**src/sv/dep_pkg.sv**
```systemverilog
// ----------------------------------------------------------------------------
// Double-ended priority queue package
// Types and codes shared by the storage cells and the top level.
// ----------------------------------------------------------------------------
package dep_pkg;

   localparam int ID_BITS   = 20;
   localparam int PRIO_BITS = 24;

   // Request modes
   localparam logic [1:0] MODE_INSERT  = 2'd0;
   localparam logic [1:0] MODE_POP_MAX = 2'd1;
   localparam logic [1:0] MODE_POP_MIN = 2'd2;

   // Result status codes
   localparam logic [1:0] ST_INSERTED = 2'd0;
   localparam logic [1:0] ST_FULL     = 2'd1;
   localparam logic [1:0] ST_POPPED   = 2'd2;
   localparam logic [1:0] ST_EMPTY    = 2'd3;

   typedef enum logic [1:0] {
      OP_NONE,
      OP_INSERT,
      OP_POP_MAX,
      OP_POP_MIN
   } op_type;

   typedef struct packed {
      logic [1:0]           mode;
      logic [ID_BITS-1:0]   client_id;
      logic [PRIO_BITS-1:0] priority_req;
   } req_type;

   typedef struct packed {
      logic [1:0]         status;
      logic [ID_BITS-1:0] popped_id;
   } rsp_type;

   typedef struct packed {
      logic                 valid;
      logic [ID_BITS-1:0]   id;
      logic [PRIO_BITS-1:0] prio;
   } entry_type;

   // Command broadcast to every cell of the chain
   typedef struct packed {
      op_type    op;
      entry_type new_entry;
   } cmd_type;

endpackage

```
**src/sv/dep_cell.sv**
```systemverilog
// ----------------------------------------------------------------------------
// Queue storage cell
// Holds one entry of the sorted chain and shifts it to or from its
// neighbours as the broadcast command requires.
// ----------------------------------------------------------------------------
module dep_cell (
   input  logic                           clock,
   input  logic                           reset,
   input  dep_pkg::cmd_type               cmd,
   input  dep_pkg::entry_type             left_entry,
   input  logic                           left_after,
   input  dep_pkg::entry_type             right_entry,
   output dep_pkg::entry_type             entry,
   output logic                           after,
   output logic [dep_pkg::ID_BITS-1:0]    top_id
);
   import dep_pkg::*;

   entry_type entry_ff;
   entry_type entry_in;

   assign entry = entry_ff;

   // This cell lies at or beyond the insertion point of the new word.
   assign after = !(entry_ff.valid && (entry_ff.prio < cmd.new_entry.prio));

   // The highest occupied cell offers its id for a pop of the maximum.
   assign top_id = (entry_ff.valid && !right_entry.valid) ? entry_ff.id : '0;

   always_comb begin
      entry_in = entry_ff;
      case (cmd.op)
         OP_INSERT: begin
            if (left_after) begin
               entry_in = left_entry;
            end else if (after) begin
               entry_in = cmd.new_entry;
            end
         end
         OP_POP_MAX: begin
            entry_in.valid = entry_ff.valid && right_entry.valid;
         end
         OP_POP_MIN: begin
            entry_in = right_entry;
         end
         default: begin
            entry_in = entry_ff;
         end
      endcase
   end

   always_ff @(posedge clock) begin
      if (reset) begin
         entry_ff.valid <= 1'b0;
      end else begin
         entry_ff.valid <= entry_in.valid;
      end
      entry_ff.id   <= entry_in.id;
      entry_ff.prio <= entry_in.prio;
   end

endmodule

```
**config.mk**
```make
export PLATFORM = sky130hd
export DESIGN_NAME = dep_cell
export DESIGN_NICKNAME = d
export VERILOG_FILES = /design/src/sv/dep_pkg.sv /design/src/sv/dep_cell.sv
export SDC_FILE = /design/constraint.sdc
export NUM_CORES = 1
export LEC_CHECK = 0
export ABC_AREA = 1
export BUFFER_PORTS_ARGS = -buffer_cell sky130_fd_sc_hd__buf_2
export CORE_ASPECT_RATIO = 1.1
export CORE_UTILIZATION = 46
export DETAILED_ROUTE_END_ITERATION = 6
export GPL_TIMING_DRIVEN = 0
export PLACE_DENSITY_LB_ADDON = 0.12
export RECOVER_POWER = 50
export SLEW_MARGIN = 10
export SYNTH_ARGS = -nofsm -noshare
export SYNTH_HDL_FRONTEND = slang
export SYNTH_SLANG_ARGS = --single-unit
export TNS_END_PERCENT = 50
```
**constraint.sdc**
```tcl
create_clock -name clock -period 4.9 [get_ports clock]
set_input_delay 0.245 -clock clock [delete_from_list [all_inputs] [get_ports clock]]
set_output_delay 0.245 -clock clock [all_outputs]
set_load 0.005 [all_outputs]
```
# Yosys cells after proc, flatten, opt, wreduce, memory -nomap -nowiden
# Index checks and enable logic that the tools add are counted.
[word_totals]
in_bits = 140
register_bits = 45
output_inout_bits = 66
[classes]
n_mux = 5
n_lt_le_gt_ge = 1
reduce_logical = 9
n_eq_ne = 4
[ops]
columns = ["cell", "n"]
rows = [
  ["45-bit two-way mux", 2],
  ["44-bit one-hot mux with 2 select lines", 1],
  ["24-bit < comparator", 1],
  ["20-bit two-way mux", 1],
  ["2-bit equality test, second input constant", 2],
  ["2-bit AND reduction", 2],
  ["1-bit logical AND", 3],
  ["3-bit != test, second input constant", 1],
  ["1-bit one-hot mux with 3 select lines", 1],
  ["3-bit nonzero test", 1],
  ["2-bit by 1-bit equality test with 1-bit output, second input constant", 1],
  ["1-bit logical NOT", 2],
  ["2-bit nonzero test", 1],
]

# Logic depth before layout (Yosys ltp)
# Gate-level depths: netlist (run 1).
[logic_depth]
ltp_word = 5
depth_mapped = 13

# Least setup slack after synthesis (run 1)
# OpenSTA, ideal clock, no wires.
[synth_timing]
path_type = "register to register"
startpoint = "reg entry_ff, in the netlist entry[23]"
endpoint = "reg entry_ff, in the netlist entry[0], enable pin"
synth_period_minus_slack_ps = 2652
slack_ps = 2248
t_arrival_ps = 2249
stages_incl_launch_ff = 12
path_buffers = 0
cell_sequence = "edfxtp_1 > ha_1 > nand2_2 > nor2_4 > nand2_2 > nor2_1 > nand2_1 > nand2_1 > nor2_2 > nand3_2 > nand2_1 > nand2_1"
[synth_between]
elab_chain_cells = 4
[synth_rtl]
columns = ["element", "line_no", "text"]
rows = [
  ["start: declaration", "dep_cell.sv:19", "entry_type entry_ff;"],
  ["24-bit < comparator", "dep_cell.sv:25", "assign after = !(entry_ff.valid && (entry_ff.prio < cmd.new_entry.prio));"],
  ["1-bit logical AND", "dep_cell.sv:25", ""],
  ["3-bit != test (no line)", "--", ""],
  ["2-bit AND reduction (no line)", "--", ""],
]
# No other way between the ends.
# A chain may end at the register's enable or synchronous reset.

# Worst setup path in the final report (run 1)
[layout_timing]
startpoint = "reg entry_ff, in the netlist entry[19]"
endpoint = "reg entry_ff, in the netlist entry[27], enable pin"
# The elaborated chain is that of the path after synthesis.

==> flow_summary.json, run 1 <==
{
  "status": "completed",
  "slew_violations": 0,
  "grt_pass1_wl_mm": 13.5,
  "syn-num-nets": 577,
  "cts_tree": "done",
  "fin_setup_tns_ns": 0,
  "crit_path_end_kind": "register",
  "synthAdderAreaFrac": 0.0923,
  "drtIter0Drc": 112,
  "synth_edf_count": 44,
  "finalHoldViolations": 0,
  "syn_inst": 414,
  "holdBufCountCts": 0,
  "maxCapViolCount": 0,
  "grt.overflow.total": 0,
  "area_growth_pct": 38.2,
  "final_nets": 789,
  "grt_usage": 0.247,
  "finClkSkew_ns": 0.00758,
  "drive_above_1_share": 0.316,
  "cts-resized-gates": 0,
  "cp.arrival_ns": 2.29,
  "multi_input_area_mm2": 0.00147,
  "max_freq_mhz": 434,
  "numCtsBuffers": 5,
  "viasPerCell": 4.82,
  "via_count": 3418,
  "path_clk_slew_ns": 0.09,
  "numPortBuffers": 204,
  "pwr_density_cell_mw_per_mm2": 229,
  "async_reset_ff_frac": 0,
  "finalCriticalPeriod_ns": 2.30,
  "globalplace.congestion": 0.797,
  "drtPass1Iterations": 4,
  "coreArea_mm2": 0.00656,
  "seqCellArea_mm2": 0.00134,
  "relSlewSlack": 0.661,
  "clockBufferDepth": 2,
  "synth_area_per_cell_um2": 7.53,
  "ys.flop_type": "edfxtp_1",
  "drc_errors": 0,
  "synth_top_cell_area_share": 0.424,
  "critPathKind": "register to register",
  "yosys.area_share.simple": 0.275,
  "synth.mux.area_fraction": 0,
  "start_kind": "register",
  "largest_reg_flops": 45,
  "ant_nets": 0,
  "synth_top_family_by_area": "simple AND/OR/NAND/NOR gates",
  "final_cell_mix": "buf_2, nand2_1, nor2_1",
  "dp_hpwl_mm": 7.14,
  "start_util": 0.475,
  "die_height_um": 88.3,
  "clock_latency_ns": 0.29,
  "layout_commonest_cell": "buf_2",
  "vdd_drop_max_v": 0.000137,
  "finalCritPeriodShare": 0.470,
  "setup_viol": 0,
  "tightestPinTransition_ns": 0.508,
  "fill_cells": 632,
  "avgRoutedWirePerCell_um": 12.7,
  "leakagePower_nw": 2.30,
  "grt_max_degree": 32,
  "die_w_um": 80.5,
  "ys_types": 22,
  "cts_root_buf": "clkbuf_8",
  "path_max_fanout": 31,
  "htree_levels": 2,
  "post-cts-setup-buffers": 0,
  "yosysWarnings": 0,
  "postLayoutCoreUtil": 0.657,
  "seq_area_frac_synth": 0.430,
  "grt_pass1_vias": 3062,
  "antenna_cells": 0,
  "crit_required_ns": 4.89,
  "synth.area.top_cells": "edfxtp_1, nand2_1, ha_1, a31oi_1, nor2_1",
  "antenna_found_initial": 0,
  "synth-compound-area-share": 0.105,
  "syn-cell-area_mm2": 0.00312,
  "grt_setup_unrepaired": "no",
  "yosys.area.top_type": "edfxtp_1",
  "synth_seq_cells": 45,
  "numClockSinks": 45,
  "wl_mm": 9.02,
  "die_area_mm2": 0.00711,
  "synth_xor_xnor_area_share": 0,
  "fp-row-count": 31,
  "pin_count": 206,
  "hp-class": "input pin to register"
}
[worst max-delay path: stages, from the launching register on]
cell	delay [ns]
edfxtp_1	0.40
ha_1	0.33
nand2_2	0.07
nor2_2	0.13
nand2_2	0.07
nor3_1	0.13
nand2_1	0.10
nand3_2	0.10
nand2_1	0.07
nand2_2	0.31
buf_12	0.26
[kinds of logic after synthesis]
family,after synthesis
buffers and inverters,77
flip-flops,45
adder cells (fa/ha/maj),23
AO/OA/AOI/OAI,54
AND/OR/NAND/NOR,215
[layout make-up]
type	count	share of cell area
buffer	20	0.0209
clock buffer	8	0.0209
inverter	57	0.0497
multi-input combinational	292	0.342
sequential	45	0.311
tap	82	0.0238
timing repair buffer	205	0.232
[path summary, 6_finish.rpt]
path	from	endpoint	slack, ns	depth (start not counted)
setup / recovery	entry[19]	entry[27]	2.60	10
hold / removal	reset	entry[44]	0.21	4
setup reg to reg	entry[19]	entry[27]	2.60	10
hold reg to reg	entry[44]	entry[44]	0.69	3
[where the power goes]
part	leakage (nW)	switching [mW]	internal, mW	total, mW
Sequential	0.433	0.0183	0.468	0.486
Clock	0.0455	0.125	0.115	0.240
Combinational	1.82	0.143	0.118	0.261
Total	2.30	0.286	0.701	0.988
[cells in the mapped netlist, types with 2 or more instances]
| cell | count |
|---|---|
| nand2_1 | 125 |
| nor2_1 | 71 |
| inv_1 | 56 |
| a31oi_1 | 44 |
| edfxtp_1 | 44 |
| ha_1 | 23 |
| clkbuf_1 | 11 |
| a21oi_1 | 8 |
| buf_2 | 6 |
| nand2_2 | 6 |
| nand3_1 | 4 |
| nor2_2 | 3 |
| buf_1 | 2 |
| nor3_1 | 2 |
| or2_2 | 2 |
[metrics by stage]
step	cell area, um2	setup slack [ns]	std cells	hold WS (ns)	total power, mW
3_5_place_dp	4260	2.60	701	0.505	0.763
3_3_place_gp	4240	1.70	700	0.498	0.753
2_1_floorplan	3120	2.25	414	0.406	0.629
5_1_grt	4310	2.41	709	0.213	1.05
4_1_cts	4350	2.57	709	0.192	1.00
6_report	4310	2.60	709	0.205	0.988
[routing by layer]
layer / vias to the layer above / track usage / share of wire
met5: - / 0 / 0
met4: 0 / 0.0601 / 0.010
met3: 8 / 0.0670 / 0.072
met2: 130 / 0.445 / 0.51
met1: 1513 / 0.293 / 0.41
li1: 1767 / - / -
No activity file was read; power rests on OpenSTA's default activity.
==> inputs of run 2 (changes only) <==
ABC_AREA = 0   (was 1)
CORE_UTILIZATION = 38   (was 46)
clock period = 2.06 ns   (was 4.9 ns; I/O delays follow)
==> run 2 against run 1 <==
  * Synthesized cell count shrank 26%
  * Clock power grew to 2.8 times the previous value
  * The run now ends with setup timing left
  * Sequential share of layout area decreased by 2.9 points
  * Largest cell class unchanged
  * Non-clock buffer count grew 12
  * Die area is 18% higher
  * Clock-buffer cell count fell by 2
  * First-iteration DRC count is 74% lower
==> flow_summary.json, run 2 <==
{
  "pwr_density_cell_mw_per_mm2": 525,
  "area_growth_pct": 56.2,
  "path_max_fanout": 8,
  "wl_mm": 9.80,
  "globalplace.congestion": 0.741,
  "antenna_found_initial": 0,
  "seq_area_frac_synth": 0.442,
  "place_area_mm2": 0.00423,
  "relSlewSlack": 0.641,
  "die_height_um": 95.8,
  "grt_pass1_vias": 3046,
  "worst_slack_ns": -0.270,
  "maxCapViolCount": 0,
  "antenna_cells": 0,
  "clock_latency_ns": 0.30,
  "numCtsBuffers": 5,
  "leakagePower_nw": 2.24,
  "ant_nets": 0,
  "vdd_drop_max_v": 0.000294,
  "final_cell_mix": "buf_2, nand2_1, o21ai_0",
  "power_mw": 2.49,
  "status": "finished with violations",
  "die_w_um": 87.3,
  "finClkSkew_ns": 0.00338,
  "syn-num-nets": 470,
  "finalCriticalPeriod_ns": 2.33,
  "grt_usage": 0.222,
  "drtPass1Iterations": 4,
  "finish.instance_area_mm2": 0.00475,
  "max_freq_mhz": 429,
  "hp-class": "input pin to register",
  "grt_pass1_wl_mm": 14.0,
  "async_reset_ff_frac": 0,
  "layout_commonest_cell": "buf_2",
  "finalHoldViolations": 0,
  "final_nets": 704,
  "cp_cell_sequence": "ha_1, nand4_1, nor3_2, a221oi_2, o211ai_1, buf_4, o41a_4",
  "synth_area_per_cell_um2": 9.90,
  "synth.most_common_cell": "nand2_1",
  "slowest_delay_ns": 0.55,
  "cts_root_buf": "clkbuf_8",
  "die_area_mm2": 0.00836,
  "violations": "setup timing",
  "coreArea_mm2": 0.00760,
  "fin_setup_tns_ns": -10.60,
  "drive_above_1_share": 0.432,
  "ys.flop_type": "edfxtp_1",
  "grt_use_met1": 0.252,
  "synth_seq_cells": 45,
  "grt.busiest_layer": "met2",
  "dp.cells": 617,
  "dp_hpwl_mm": 6.92,
  "met3_usage": 0.0532,
  "tightestPinTransition_ns": 0.539,
  "cp.arrival_ns": 2.37,
  "numClockSinks": 45,
  "pin_count": 206,
  "crit_start": "entry[20]",
  "stdcell_count": 647,
  "drtIter0Drc": 29,
  "yosysWarnings": 0,
  "via_count": 3233,
  "hold_start": "reset",
  "setup_viol": 45,
  "netlist_top_cells_count": "nand2_1, o21ai_0, edfxtp_1, mux2i_1, inv_1",
  "start_kind": "register",
  "r2r_start": "entry[20]",
  "holdBufCountCts": 0,
  "met2_usage": 0.410,
  "yosys.area.top_type": "edfxtp_1",
  "synth.area.top_cells": "edfxtp_1, mux2i_1, ha_1, o21ai_0, nand2_1",
  "slew_violations": 0,
  "largest_reg_flops": 45,
  "crit_path_end_kind": "register",
  "grt.overflow.total": 0,
  "syn-cell-area_mm2": 0.00304,
  "synth_edf_count": 44,
  "htree_levels": 2,
  "clockBufferDepth": 2,
  "ys_types": 34,
  "dp_slack_ns": -0.561,
  "cp_slowest_cell": "o41a_4",
  "grt_max_degree": 16,
  "synth_top_cell_area_share": 0.435,
  "fp-row-count": 33,
  "path_clk_slew_ns": 0.08,
  "viasPerCell": 5.00,
  "syn_inst": 307,
  "critPathKind": "register to register",
  "crit_required_ns": 2.10,
  "avgRoutedWirePerCell_um": 15.1,
  "cts_tree": "done",
  "start_util": 0.400,
  "grt_setup_unrepaired": "yes",
  "numPortBuffers": 205,
  "finalCritPeriodShare": 1.13,
  "drc_errors": 0
}
run 2: cell types whose count changed after synthesis, sizes merged, moves of 4 or more:
| cell | delta |
|---|---|
| a31oi | -44 |
| inv | -33 |
| mux2i | +44 |
| nand4 | +4 |
| nand2 | -81 |
| nand3 | -4 |
| and2 | +21 |
| nor2 | -73 |
| o21ai | +46 |
run 2: layer usage:
layer / part of all wire / wire, um
met3: 0.070 / 683
met1: 0.40 / 3900
met4: 0.015 / 148
met2: 0.52 / 5070
met5: 0 / 0
run 2: where the power goes:
group,switching (mW),leakage (nW),total [mW],internal [mW]
registers,0.0461,0.442,1.15,1.10
logic,0.335,1.75,0.682,0.347
clock network,0.301,0.0528,0.660,0.359
total,0.682,2.24,2.49,1.81
run 2: metrics by stage:
stage,hold WS [ns],util
3_5_place_dp,0.359,0.557
6_report,0.0439,0.625
4_1_cts,0.0400,0.611
3_3_place_gp,0.368,0.557
2_1_floorplan,0.266,-
5_1_grt,0.0594,0.625
run 2: worst max-delay path: cells and delay by family (launching register included):
family                   cells  cell delay (ns)
adder cells (fa/ha/maj)      1             0.30
AND/OR/NAND/NOR              2             0.21
AO/OA/AOI/OAI                3             0.94
flip-flops                   1             0.41
buffers and inverters        1             0.21
run 2: path summary, 6_finish.rpt:
check | endpoint | slack, ns | cells after the start
hold reg to reg | entry[44] | 0.71 | 3
hold / removal | entry[44] | 0.04 | 3
setup reg to reg | entry[26] | -0.27 | 7
setup / recovery | entry[26] | -0.27 | 7
run 2: final cells by class:
| type | instances | area, um2 |
|---|---|---|
| flip-flops and latches | 45 | 1340 |
| repair buffers | 220 | 1100 |
| well taps | 105 | 131 |
| clock buffers | 6 | 72.6 |
| inverters | 24 | 90.1 |
| fillers | 701 | 2850 |
| clock inverters | 2 | 33.8 |
| plain buffers | 17 | 75.1 |
| multi-input cells | 228 | 1900 |
run 2: kinds of logic after synthesis:
kind of cell,Yosys count,synth area share
adders and majority gates,23,0.0947
muxes,44,0.145
buffers and inverters,41,0.0544
DFF,45,0.442
AOI/OAI and AO/OA,64,0.120
and+or+nand+nor,90,0.145
run 2: what timing repair did:
action                                  4_1_cts  5_1_grt
endpoints found under the setup margin       45       45
resized for setup                            20        8
pin swaps                                    17       11
endpoints found under the hold margin         0        0
cloned                                        5        2
buffers inserted                             10        5
==> inputs of run 3 (changes only) <==
TNS_END_PERCENT = 100   (was 50)
==> run 3 against run 2 <==
  * The run still ends with setup timing left
  * Die area did not move
  * Critical endpoint unchanged
  * Power barely moved
  * Final cell count fell by 0.15%
==> flow_summary.json, run 3 (same netlist as run 2, synthesis figures left out) <==
{
  "status": "finished with violations",
  "violations": "setup timing",
  "final_nets": 703,
  "holdBufCountCts": 0,
  "cts_root_buf": "clkbuf_8",
  "hold_ws_ns": 0.0473,
  "path_buf_inv": 1,
  "die_height_um": 95.8,
  "globalplace.congestion": 0.741,
  "p_seq_frac": 0.462,
  "fp-row-count": 33,
  "multi_input_area_mm2": 0.00190,
  "htree_levels": 2,
  "numPortBuffers": 205,
  "clockBufferDepth": 2,
  "die_area_mm2": 0.00836,
  "numClockSinks": 45,
  "max_freq_mhz": 430,
  "coreArea_mm2": 0.00760,
  "path_clk_slew_ns": 0.08,
  "final_cell_mix": "buf_2, nand2_1, o21ai_0",
  "fin_setup_tns_ns": -10.36,
  "viasPerCell": 5.00,
  "path_max_fanout": 8,
  "grt_pass1_wl_mm": 14.2,
  "start_util": 0.400,
  "cp_slowest_cell": "o41a_4",
  "start_kind": "register",
  "fill_cells": 701,
  "largest_reg_flops": 45,
  "finClkSkew_ns": 0.00441,
  "leakagePower_nw": 2.24,
  "cts_tree": "done",
  "dp_hpwl_mm": 6.92,
  "finalCriticalPeriod_ns": 2.32,
  "pin_count": 206,
  "antenna_found_initial": 0,
  "drive_above_1_share": 0.431,
  "vdd_drop_max_v": 0.000293,
  "avgRoutedWirePerCell_um": 15.2,
  "hp-class": "input pin to register",
  "relSlewSlack": 0.634,
  "grt_pass1_vias": 3068,
  "pwr-share-comb": 0.273,
  "crit_family": "compound AO/OA/AOI/OAI gates",
  "die_w_um": 87.3,
  "ant_nets": 0,
  "crit_path_end_kind": "register",
  "clock_latency_ns": 0.30,
  "via_count": 3228,
  "grt_setup_unrepaired": "yes",
  "internal_power_mw": 1.81,
  "cp.arrival_ns": 2.37,
  "tightestPinTransition_ns": 0.550,
  "crit_required_ns": 2.10,
  "antenna_cells": 0,
  "finalHoldViolations": 0,
  "pwr_density_cell_mw_per_mm2": 525,
  "worst_slack_ns": -0.264,
  "slowest_delay_ns": 0.56,
  "cp_cell_sequence": "ha_1, nand4_1, nor3_2, a221oi_2, o211ai_1, buf_4, o41a_4",
  "seqCellArea_mm2": 0.00134,
  "drtPass1Iterations": 4,
  "wl_mm": 9.82,
  "finalCritPeriodShare": 1.13,
  "setup_viol": 45,
  "clkPwrFrac": 0.265,
  "area_growth_pct": 56.0,
  "grt_max_degree": 17,
  "sw_frac_of_total": 0.274,
  "grt_usage": 0.223,
  "grt.overflow.total": 0,
  "slew_violations": 0,
  "p_sw_uw": 682,
  "layout_commonest_cell": "buf_2",
  "critPathKind": "register to register",
  "numCtsBuffers": 5,
  "drtIter0Drc": 32,
  "drc_errors": 0,
  "maxCapViolCount": 0
}
## run 3: cell types whose count changed in the layout (fill, tap and decap cells not counted)
| cell | change |
|---|---|
| buf_4 | -1 |
## run 3: metrics by stage
step	instance area (um2)	std cells	setup WS [ns]	utilization	power (mW)
after floorplan	3070	307	-0.172	-	1.44
final	4740	646	-0.264	0.624	2.49
after global routing	4740	646	-0.326	0.624	2.62
after global placement	4230	617	-0.549	0.557	1.73
after CTS	4660	641	-0.213	0.614	2.48
after detailed placement	4230	617	-0.561	0.557	1.74
## run 3: path summary, 6_finish.rpt
check               to  slack, ns       from  cells past startpoint
min reg2reg  entry[44]       0.71  entry[44]                      3
max reg2reg  entry[26]      -0.26  entry[14]                      7
max          entry[26]      -0.26  entry[14]                      7
min          entry[44]       0.05      reset                      3
## run 3: repair_timing
item,CTS,global route
setup endpoints to repair,45,45
setup buffers,10,4
pin swaps,18,11
gates cloned,6,1
gates resized for setup,21,7
## run 3: area by class of cell
cell class | count | share of cell area
tap | 105 | 0.0277
sequential | 45 | 0.283
clock inverter | 2 | 0.00713
multi-input combinational | 228 | 0.401
inverter | 24 | 0.0190
timing repair buffer | 219 | 0.231
clock buffer | 6 | 0.0153
buffer | 17 | 0.0158
## run 3: worst reg2reg max path, delay by kind of cell, from the launching register on
family,cells,cell delay [ns]
AOI/OAI and AO/OA,3,0.95
adders and majority gates,1,0.31
buffers and inverters,1,0.21
DFF,1,0.40
and+or+nand+nor,2,0.20
## run 3: power by group through the flow
stage | clock (mW) | sequential (mW) | combinational (mW)
2_1_floorplan | 0 | 1.17 | 0.273
6_report | 0.659 | 1.15 | 0.680
5_1_grt | 0.705 | 1.16 | 0.762
3_3_place_gp | 0 | 1.16 | 0.567
3_5_place_dp | 0 | 1.16 | 0.580
4_1_cts | 0.671 | 1.15 | 0.663
## run 3: routing by layer
layer,share of wire,track usage,vias to the layer above
met5,0,0,-
met4,0.015,0.0656,0
met3,0.066,0.0497,10
met2,0.52,0.413,126
met1,0.40,0.256,1503
li1,-,-,1589
